## config.mk

```make
export PLATFORM = sky130hd
export DESIGN_NAME = mpf_ctrl
export DESIGN_NICKNAME = d
export VERILOG_FILES = /design/src/rtl/mpf_pkg.sv /design/src/rtl/mpf_ctrl.sv
export SDC_FILE = /design/constraint.sdc
export NUM_CORES = 1
export LEC_CHECK = 0
export BUFFER_PORTS_ARGS = -buffer_cell sky130_fd_sc_hd__buf_2
export CAP_MARGIN = 15
export CORE_AREA = 2 2 39 41
export DETAILED_ROUTE_END_ITERATION = 10
export DIE_AREA = 0 0 41 43
export PLACE_DENSITY_LB_ADDON = 0.3
export SETUP_SLACK_MARGIN = 0.05
export SLEW_MARGIN = 5
export SYNTH_ARGS = -nofsm -noshare
export SYNTH_HDL_FRONTEND = slang
export SYNTH_SLANG_ARGS = --single-unit
```

## constraint.sdc

```tcl
create_clock -name clock -period 1.2 [get_ports clock]
set_clock_uncertainty 0.2 [all_clocks]
set_input_delay 0.18 -clock clock [delete_from_list [all_inputs] [get_ports clock]]
set_output_delay 0.18 -clock clock [all_outputs]
set_load 0.005 [all_outputs]
```

## src/rtl/mpf_pkg.sv

```systemverilog
package mpf_pkg;

   localparam int SAMPLE_W = 32;
   localparam int FRAC_W   = 16;
   localparam int DEV_W    = 48;
   localparam int NUM_W    = 53;
   localparam int QUO_W    = NUM_W + 1;

   localparam logic signed [QUO_W-1:0] SLOPE_MIN = {1'b1, {(QUO_W-1){1'b0}}};
   localparam logic signed [QUO_W-1:0] SLOPE_MAX = {1'b0, {(QUO_W-1){1'b1}}};

   typedef enum logic [3:0] {
      ST_LOAD,
      ST_MID,
      ST_ANCHOR_RD,
      ST_ANCHOR_LD,
      ST_ANCHOR_INIT,
      ST_SAMPLE_RD,
      ST_SAMPLE_LD,
      ST_DIV_WAIT,
      ST_UPDATE,
      ST_ANCHOR_END,
      ST_FINISH
   } state_type;

   typedef struct packed {
      logic load;
      logic search_init;
      logic calc_mid;
      logic anchor_rd;
      logic anchor_ld;
      logic anchor_init;
      logic next_sample;
      logic div_start;
      logic slope_update;
      logic flip_sign;
      logic next_anchor;
      logic set_high;
      logic set_low;
      logic finish;
   } cmd_type;

   typedef struct packed {
      logic last_i;
      logic i_is_v;
      logic div_done;
      logic fits;
      logic sign;
      logic last_anchor;
      logic last_step;
      logic out_free;
   } status_type;

endpackage

```

## src/rtl/mpf_ctrl.sv

```systemverilog
module mpf_ctrl
   import mpf_pkg::*;
(
   input  logic       clock,
   input  logic       reset,
   input  logic       req_tvalid,
   input  logic       req_tlast,
   output logic       req_tready,
   input  status_type status,
   output cmd_type    cmd
);

   state_type state_ff, state_in;

   always_ff @(posedge clock) begin
      if (reset) begin
         state_ff <= ST_LOAD;
      end else begin
         state_ff <= state_in;
      end
   end

   always_comb begin
      state_in   = state_ff;
      cmd        = '0;
      req_tready = 1'b0;
      case (state_ff)
         ST_LOAD: begin
            req_tready = 1'b1;
            if (req_tvalid) begin
               cmd.load = 1'b1;
               if (req_tlast) begin
                  cmd.search_init = 1'b1;
                  state_in        = ST_MID;
               end
            end
         end
         ST_MID: begin
            cmd.calc_mid = 1'b1;
            state_in     = ST_ANCHOR_RD;
         end
         ST_ANCHOR_RD: begin
            cmd.anchor_rd = 1'b1;
            state_in      = ST_ANCHOR_LD;
         end
         ST_ANCHOR_LD: begin
            cmd.anchor_ld = 1'b1;
            state_in      = ST_ANCHOR_INIT;
         end
         ST_ANCHOR_INIT: begin
            cmd.anchor_init = 1'b1;
            state_in        = ST_SAMPLE_RD;
         end
         ST_SAMPLE_RD: begin
            state_in = status.last_i ? ST_ANCHOR_END : ST_SAMPLE_LD;
         end
         ST_SAMPLE_LD: begin
            if (status.i_is_v) begin
               cmd.next_sample = 1'b1;
               state_in        = ST_SAMPLE_RD;
            end else begin
               cmd.div_start = 1'b1;
               state_in      = ST_DIV_WAIT;
            end
         end
         ST_DIV_WAIT: begin
            if (status.div_done) begin
               state_in = ST_UPDATE;
            end
         end
         ST_UPDATE: begin
            cmd.slope_update = 1'b1;
            cmd.next_sample  = 1'b1;
            state_in         = ST_SAMPLE_RD;
         end
         ST_ANCHOR_END: begin
            if (status.fits || (status.sign && status.last_anchor)) begin
               cmd.set_high = status.fits;
               cmd.set_low  = !status.fits;
               state_in     = status.last_step ? ST_FINISH : ST_MID;
            end else if (!status.sign) begin
               cmd.flip_sign = 1'b1;
               state_in      = ST_ANCHOR_INIT;
            end else begin
               cmd.next_anchor = 1'b1;
               state_in        = ST_ANCHOR_RD;
            end
         end
         ST_FINISH: begin
            if (status.out_free) begin
               cmd.finish = 1'b1;
               state_in   = ST_LOAD;
            end
         end
         default: begin
            state_in = ST_LOAD;
         end
      endcase
   end

endmodule

```

==> results of run 1 <==
==> kinds of logic (layout without fill, tap and decap cells) <==
kind of cell	after synthesis	after routing	share of synthesized area, %
simple gates	38	38	45.1
compound gates	18	18	25.1
buf+inv	10	63	12.4
flops	4	4	17.3
==> repair_timing <==
item	CTS	global route
hold buffers	1	0
setup endpoints to repair	19	19
gates resized for setup	28	29
hold endpoints to repair	1	0
pin swaps	13	15
setup buffers	14	7
==> worst max-delay path by stage <==
| stage | startpoint | to | cells after the start |
|---|---|---|---|
| floorplan | state_ff[0] | state_ff[2] | 5 |
| global placement | state_ff[1] | cmd[4] | 3 |
| detailed placement | state_ff[1] | cmd[4] | 3 |
| CTS | state_ff[0] | cmd[12] | 3 |
| global route | state_ff[2] | cmd[3] | 5 |
| finish | state_ff[2] | cmd[1] | 4 |
==> where the power goes <==
group	total (mW)	switching, mW	internal [mW]
clock	0.165	0.0535	0.112
sequential	0.182	0.0326	0.149
combinational	0.543	0.251	0.292
==> per-layer routing <==
layer / track usage [%] / routed length, um
met2: 45.3 / 1290
met4: 15.3 / 61
met3: 5.76 / 81
met5: 0 / 0
met1: 33.1 / 845
==> cell usage in the layout, fill, tap and decap left out, types with 4 or more instances in the layout <==
master	count
nor2_1	4
nand2_1	6
buf_2	26
dfxtp_4	4
inv_1	4
nor3_2	4
buf_6	14
buf_4	10
==> through the flow <==
| stage | worst slack [ns] | instances | total power, mW | hold slack, ns | instance area, um^2 |
|---|---|---|---|---|---|
| global placement | -0.205 | 117 | 0.480 | 0.154 | 714 |
| CTS | -0.430 | 135 | 0.796 | 0.0227 | 960 |
| floorplan | -0.0730 | 70 | 0.357 | 0.0420 | 517 |
| detailed placement | -0.248 | 117 | 0.488 | 0.154 | 714 |
| global route | -0.573 | 139 | 0.950 | 0.0381 | 1100 |
| finish | -0.492 | 139 | 0.889 | 0.0464 | 1100 |
==> final cells by class <==
cell class,count,area [um^2]
Fill cell,80,279
Inverter,6,27.5
Tap cell,16,20.0
Multi-Input combinational cell,56,507
Sequential cell,4,95.1
Clock buffer,3,22.5
Timing Repair Buffer,54,433
==> worst min-delay path, cell delays in order <==
cell and delay, ns:
buf_2 0.08, inv_1 0.06, o31a_1 0.11
==> impl_results.md, run 1 <==
- Status: complete, but fails checks
- Violated checks: setup timing
- WL final: 2280 um
- Hold Crit Depth: 3
- WP data arrival: 1.31 ns
- H-Tree Depth: 1
- Die width: 41 um
- CP endpoint kind: output pin
- Vias: 772
- Setup TNS: -7.39 ns
- Min-Delay Startpoint: reset
- Ranking of synthesized cells by area: dfxtp_1 17%, nor2_1 8.1%, nor3_1 7.6%
- Slew Viols, Final: 0
- I/O Buffers: 26
- Worst min path class: in2reg
- Die area: 0.00176 mm^2
- Post-synth EDFFs: 0
- RSZ-0062 raised after global routing: yes
- Drt first pass iters: 4
- Final WS setup: -0.492 ns
- Reg clk slew, reported paths: 0.04 ns
- Count leader, synth: nor2_1
- Crit-path leading delay family: simple AND/OR/NAND/NOR gates
- Vias per cell: 5.55
- Ports: 27
- CTS tree: built
- Final setup fails: 19
- Final Hold Fails: 0
- Synth top area share: between 15 and 20%
- Worst Path Buf+Inv: 1
- DRT iter0 DRCs: 13
- Worst Hold Path EP: state_ff[2]
- Final antenna-violating net count: 0
- Slowest cell on crit path: dfxtp_4
- Yosys reg bits: 4
- Tcrit/Tclk final: 141%
- Post-synthesis sequential area ratio: 17.3%
- Setup crit start kind: flip-flop
- Starting Density: 33.5%
- Period minus WS final: 1.69 ns
- First-pass GRT wire length: 3310 um
- Gr usage total: 28.3%
- Post-synth cell types: 30
- Post-DP HPWL: 1150 um
- Worst Path Max Fanout: 6
- Initial antenna violation count: 0
- Pleak: between 0.4 and 0.5 nW
- Setup slack, reg-to-reg: -0.37 ns
- Worst slew pin tran: roughly 0.32 ns
- Ant. Diodes: 0
- Core Region: between 0.001 and 0.0015 mm^2
- Maximum vdd drop: 0.458 mV
- Clk_lat worst skew: 0.23 ns
- Fmax: ~600 MHz
- Worst R2R Path Depth: 7
- Synth async-reset ratio: 0%
- Share of layout cells above drive strength 1: 73.2%
- Post-synth top area cell: dfxtp_1
- Max reg flops: 4
- Number of buffers inserted during clock tree synthesis: 3
- Worst r2r src: state_ff[3]
- Largest register by flop count: state_ff
- Sink Count: 4
- Height of the die: ~43 um
- Area delta synth->final: 139%
- Row count: 14
- Cells after synthesis: 70
- Cell Chain, Critical Path: nand4bb_4 > nor2_4 > and3_1 > buf_2
- WP data required: 0.82 ns
- PwrDens: ~810 mW/mm^2
- Final nets: 137
- YS warnings: 0
- CP max stage delay: 0.37 ns
- Clock Tree Buf Depth: 2
- Avg Cell Area, Syn: roughly 6.6 um^2
- Top cells by count, synth: 10 x nor2_1, 7 x nand2_1, 7 x nor3_1
- Final Util: 79.8%
- Main synth FF type: dfxtp_1
- Root Driver: clkbuf_4
- Drt wl/cell: between 15 and 20 um
- Remaining DRCs: 0
- Relative slew slack: 78.7%
- GP Congestion: 0.834
- Largest net degree at the start of global routing: 9
- Congestion Overflow GR: 0
- Max-Cap Viols: 0
- Syn Nets: 82
- Top Registers: state_ff: 4 flops
- Synth Cell Area: ~460 um^2
- Vias in the first global route: 691
- Setup Crit Path Kind: reg2out
- FF-to-FF End: state_ff[1]
Note: power is estimated with default switching activity, not from simulation.
==> run 2, diff against run 1 <==
--- a/config.mk
+++ b/config.mk
@@ -7,9 +7,9 @@
 export LEC_CHECK = 0
 export BUFFER_PORTS_ARGS = -buffer_cell sky130_fd_sc_hd__buf_2
 export CAP_MARGIN = 15
-export CORE_AREA = 2 2 39 41
+export CORE_AREA = 4 4 41 43
 export DETAILED_ROUTE_END_ITERATION = 10
-export DIE_AREA = 0 0 41 43
+export DIE_AREA = 0 0 45 47
 export PLACE_DENSITY_LB_ADDON = 0.3
 export SETUP_SLACK_MARGIN = 0.05
 export SLEW_MARGIN = 5
==> impl_results.md, run 2 (same netlist as run 1, synthesis figures left out) <==
- Starting Density: 35.6%
- I/O Buffers: 26
- Pleak: 0.467 nW
- Die width: between 40 and 50 um
- First-pass GRT wire length: roughly 2800 um
- Final nets: 135
- Maximum vdd drop: 0.453 mV
- CP endpoint kind: output pin
- Slew Viols, Final: 0
- Worst R2R Path Depth: 6
- Worst hold slack: around 0.043 ns
- Violated checks: setup timing
- Vias in the first global route: 646
- Area delta synth->final: 117%
- Relative slew slack: between 70% and 80%
- WL final: 2070 um
- Drt wl/cell: roughly 15 um
- Height of the die: between 40 and 50 um
- WP data required: 0.82 ns
- Clock Tree Buf Depth: 2
- Largest net degree at the start of global routing: 11
- Core Region: 0.00130 mm^2
- Setup TNS: -7.08 ns
- Max reg flops: 4
- Setup crit start kind: flip-flop
- Min-Delay Startpoint: status[0]
- Initial antenna violation count: 0
- Vias per cell: approximately 5.5
- Row count: 13
- Ant. Diodes: 0
- WP data arrival: between 1 and 1.5 ns
- Clk_lat worst skew: 0.25 ns
- Drt first pass iters: 4
- Number of buffers inserted during clock tree synthesis: 3
- Final Util: 77.1%
- Worst r2r src: state_ff[1]
- Ports: 27
- Largest register by flop count: state_ff
- FF-to-FF End: state_ff[2]
- Multi-input gate area: 459 um^2
- Tcrit/Tclk final: 141%
- Most frequent cells in the layout: 25 x buf_2, 17 x buf_4, 7 x buf_6
- CTS tree: built
- Final Cell Area: 0.00100 mm^2
- Reg area: 95.1 um^2
- Worst min path class: in2reg
- Worst Hold Path EP: state_ff[3]
- Reg clk slew, reported paths: approximately 0.04 ns
- Setup slack, reg-to-reg: -0.38 ns
- PwrDens: 851 mW/mm^2
- Sink Count: 4
- Final setup fails: 19
- DRT iter0 DRCs: 26
- Post-DP HPWL: 1200 um
- Final Hold Fails: 0
- Hold Crit Depth: 4
- Fill count: 86
- RSZ-0062 raised after global routing: yes
- Setup Crit Path Kind: reg2out
- Final WS setup: -0.487 ns
- Max-Cap Viols: 0
- Placed cell areas: approximately 700 um^2
- Final antenna-violating net count: 0
- Gr usage total: 18.3%
- Commonest non-fill, non-tap cell in the layout: buf_2
- Period minus WS final: 1.69 ns
- Worst slew pin tran: approximately 0.32 ns
- Worst Path Max Fanout: 6
- Vias: between 700 and 800
- H-Tree Depth: 1
- Congestion Overflow GR: 0
- Fmax: 593 MHz
- Status: complete, but fails checks
- GP Congestion: 0.843
- Share of layout cells above drive strength 1: 66.4%
- Top Registers: state_ff: 4 flops
- Root Driver: clkbuf_4
- Die area: 0.00212 mm^2
- Tot Pwr: 854 uW
- Remaining DRCs: 0
## run 2: changes by cell type in the layout (fill, tap and decap cells not counted), sizes merged
cell,delta
inv,+1
buf,-2
clkinv,-1
clkbuf,+1
## run 2: power by group
part           internal [mW]  switching, mW  total [mW]  leakage (nW)
logic                  0.269          0.202       0.471         0.416
registers              0.149         0.0396       0.188        0.0356
clock network          0.126         0.0688       0.194        0.0150
## run 2: layout make-up
type / count / share of cell area (%)
tap: 15 / 1.87
multi-input combinational: 56 / 45.8
inverter: 6 / 2.24
timing repair buffer: 52 / 38.0
sequential: 4 / 9.48
clock buffer: 4 / 2.62
## run 2: repair_timing
item,4_1_cts,5_1_grt
endpoints found under the hold margin,1,0
buffers inserted,6,10
setup endpoints to repair,19,19
pin swaps,9,10
hold buffers,1,0
gates resized for setup,16,17
## run 2: critical path: stages (launching register included)
cell	delay, ns
dfxtp_4	0.36
nand4bb_4	0.27
buf_4	0.18
nor3_4	0.11
buf_2	0.14
## run 2: per-stage QoR
| step | setup slack (ns) | std cells |
|---|---|---|
| finish | -0.487 | 137 |
| global route | -0.549 | 137 |
| CTS | -0.458 | 127 |
| detailed placement | -0.209 | 116 |
| global placement | -0.199 | 116 |
| floorplan | -0.0730 | 70 |
## run 2: how the worst max path moves through the flow
| stage | from | end | slack (ns) | cells past startpoint |
|---|---|---|---|---|
| 4_1_cts | state_ff[2] | cmd[1] | -0.46 | 4 |
| 5_1_grt | state_ff[1] | cmd[4] | -0.55 | 4 |
| 3_3_place_gp | state_ff[1] | cmd[4] | -0.20 | 3 |
| 6_report | state_ff[1] | cmd[4] | -0.49 | 4 |
| 2_1_floorplan | state_ff[0] | state_ff[2] | -0.07 | 5 |
| 3_5_place_dp | state_ff[1] | cmd[1] | -0.21 | 4 |
## run 2: layer usage
| layer | up-vias | track usage [%] | part of all wire, % | wire [um] |
|---|---|---|---|---|
| li1 | 353 | - | - | - |
| met1 | 351 | 24.8 | 39 | 814 |
| met2 | 47 | 28.5 | 48 | 998 |
| met3 | 8 | 0.383 | 8.2 | 170 |
| met4 | 0 | 12.3 | 4.2 | 87 |
| met5 | - | 0 | 0 | 0 |
==> run 3, diff against run 2 <==
--- a/config.mk
+++ b/config.mk
@@ -5,7 +5,7 @@
 export SDC_FILE = /design/constraint.sdc
 export NUM_CORES = 1
 export LEC_CHECK = 0
-export BUFFER_PORTS_ARGS = -buffer_cell sky130_fd_sc_hd__buf_2
+export BUFFER_PORTS_ARGS = -buffer_cell sky130_fd_sc_hd__buf_4
 export CAP_MARGIN = 15
 export CORE_AREA = 4 4 41 43
 export DETAILED_ROUTE_END_ITERATION = 10
==> impl_results.md, run 3 (same netlist as run 1, synthesis figures left out) <==
- Status: complete, but fails checks
- Violated checks: setup timing
- Most frequent cells in the layout: 47 x buf_4, 7 x nor2_1, 5 x buf_6
- Clock Tree Buf Depth: 2
- Final nets: between 100 and 150
- Max reg flops: 4
- Slowest cell on crit path: dfxtp_4
- Remaining DRCs: 0
- Largest net degree at the start of global routing: 9
- Worst hold slack: 0.0413 ns
- Tcrit/Tclk final: 139%
- RSZ-0062 raised after global routing: yes
- Vias: between 700 and 800
- Final Cell Area: ~0.0011 mm^2
- Worst slew pin tran: ~0.36 ns
- PwrDens: approximately 860 mW/mm^2
- Root Driver: clkbuf_4
- H-Tree Depth: 1
- Worst Path Buf+Inv: 3
- Maximum vdd drop: 0.626 mV
- First-pass GRT wire length: ~3000 um
- Largest register by flop count: state_ff
- Drt first pass iters: 4
- WL final: around 2300 um
- Vias in the first global route: 664
- Reg clk slew, reported paths: 0.04 ns
- Number of buffers inserted during clock tree synthesis: 3
- Fmax: 599 MHz
- Slew Viols, Final: 0
- Tot Pwr: 921 uW
- Placed cell areas: 773 um^2
- Final antenna-violating net count: 0
- Cell Count, Final, Fillers Out: 139
- Sink Count: 4
- Congestion Overflow GR: 0
- Setup Crit Path Kind: reg2out
- WP data required: 0.82 ns
- Most frequent CP cell: buf_4
- Worst min path class: in2reg
- Gr usage total: 20.4%
- Clk_lat worst skew: 0.24 ns
- WP data arrival: 1.29 ns
- Die width: 45 um
- CP endpoint kind: output pin
- Setup crit start kind: flip-flop
- I/O Buffers: 26
- Core Region: 0.00130 mm^2
- Final Hold Fails: 0
- Commonest non-fill, non-tap cell in the layout: buf_4
- Ports: 27
- Starting Density: 35.6%
- CP max stage delay: 0.37 ns
- Pleak: about 0.48 nW
- Vias per cell: 5.46
- Pre-CTS WS: -0.221 ns
- Final WS setup: -0.469 ns
- Row count: 13
- Cell Chain, Critical Path: buf_4 > buf_6 > nor2_4 > nand2_2 > a21oi_2 > buf_4
- Initial antenna violation count: 0
- DRT iter0 DRCs: 34
- CTS tree: built
- Fill count: 81
- Height of the die: 47 um
- GP Congestion: 0.830
- Area delta synth->final: 132%
- Top Registers: state_ff: 4 flops
- Worst Path Max Fanout: 7
- Share of layout cells above drive strength 1: 68.5%
- Crit-path leading delay family: flip-flops
- Die area: 0.00212 mm^2
- Post-DP HPWL: 1220 um
- Max-Cap Viols: 0
- Period minus WS final: roughly 1.7 ns
- Cells after DPL: 117
- Ant. Diodes: 0
- Relative slew slack: 75.8%
- Drt wl/cell: between 15 and 20 um
- Final setup fails: 19
==> run 3: metrics by stage <==
step / TNS, ns / utilization (%)
6_report: -7.11 / 82.4
5_1_grt: -8.36 / 82.4
4_1_cts: -6.61 / 73.7
3_5_place_dp: -2.71 / 59.4
3_3_place_gp: -2.34 / 59.4
2_1_floorplan: -0.383 / -
==> run 3: layout make-up <==
class                   instances  area [um^2]  share of cell area (%)
well taps                      15         18.8                    1.75
clock buffers                   4         26.3                    2.45
inverters                       6         27.5                    2.57
flip-flops and latches          4         95.1                    8.87
repair buffers                 54          439                    41.0
multi-input cells              56          465                    43.4
==> run 3: report_power, final <==
| part | internal, mW | total [mW] | switching (mW) |
|---|---|---|---|
| sequential | 0.149 | 0.189 | 0.0400 |
| clock | 0.126 | 0.194 | 0.0682 |
| combinational | 0.315 | 0.539 | 0.224 |
| total | 0.589 | 0.921 | 0.332 |
==> run 3: metal layers <==
metal	wire length, um	track usage [%]
met4	56	18.1
met3	179	4.21
met5	0	0
met2	1170	31.6
met1	880	23.8
==> run 3: path summary, 6_finish.rpt <==
path,startpoint,to,slack (ns),cells after the start
setup / recovery,state_ff[1],cmd[7],-0.47,6
hold / removal,reset,state_ff[2],0.04,3
hold reg to reg,state_ff[3],state_ff[2],0.56,3
setup reg to reg,state_ff[1],state_ff[3],-0.42,6
==> run 3: what timing repair did <==
item,4_1_cts,5_1_grt
setup endpoints to repair,19,19
hold endpoints to repair,1,0
buffers inserted,10,8
hold buffers,1,0
pin swaps,7,9
gates resized for setup,17,15
==> run 3: worst register-to-register path: stages (launching register included) <==
cell       delay (ns)
dfxtp_4          0.37
nand4bb_4        0.27
buf_4            0.17
buf_6            0.11
nor2_4           0.08
a21oi_2          0.07
o31ai_2          0.25
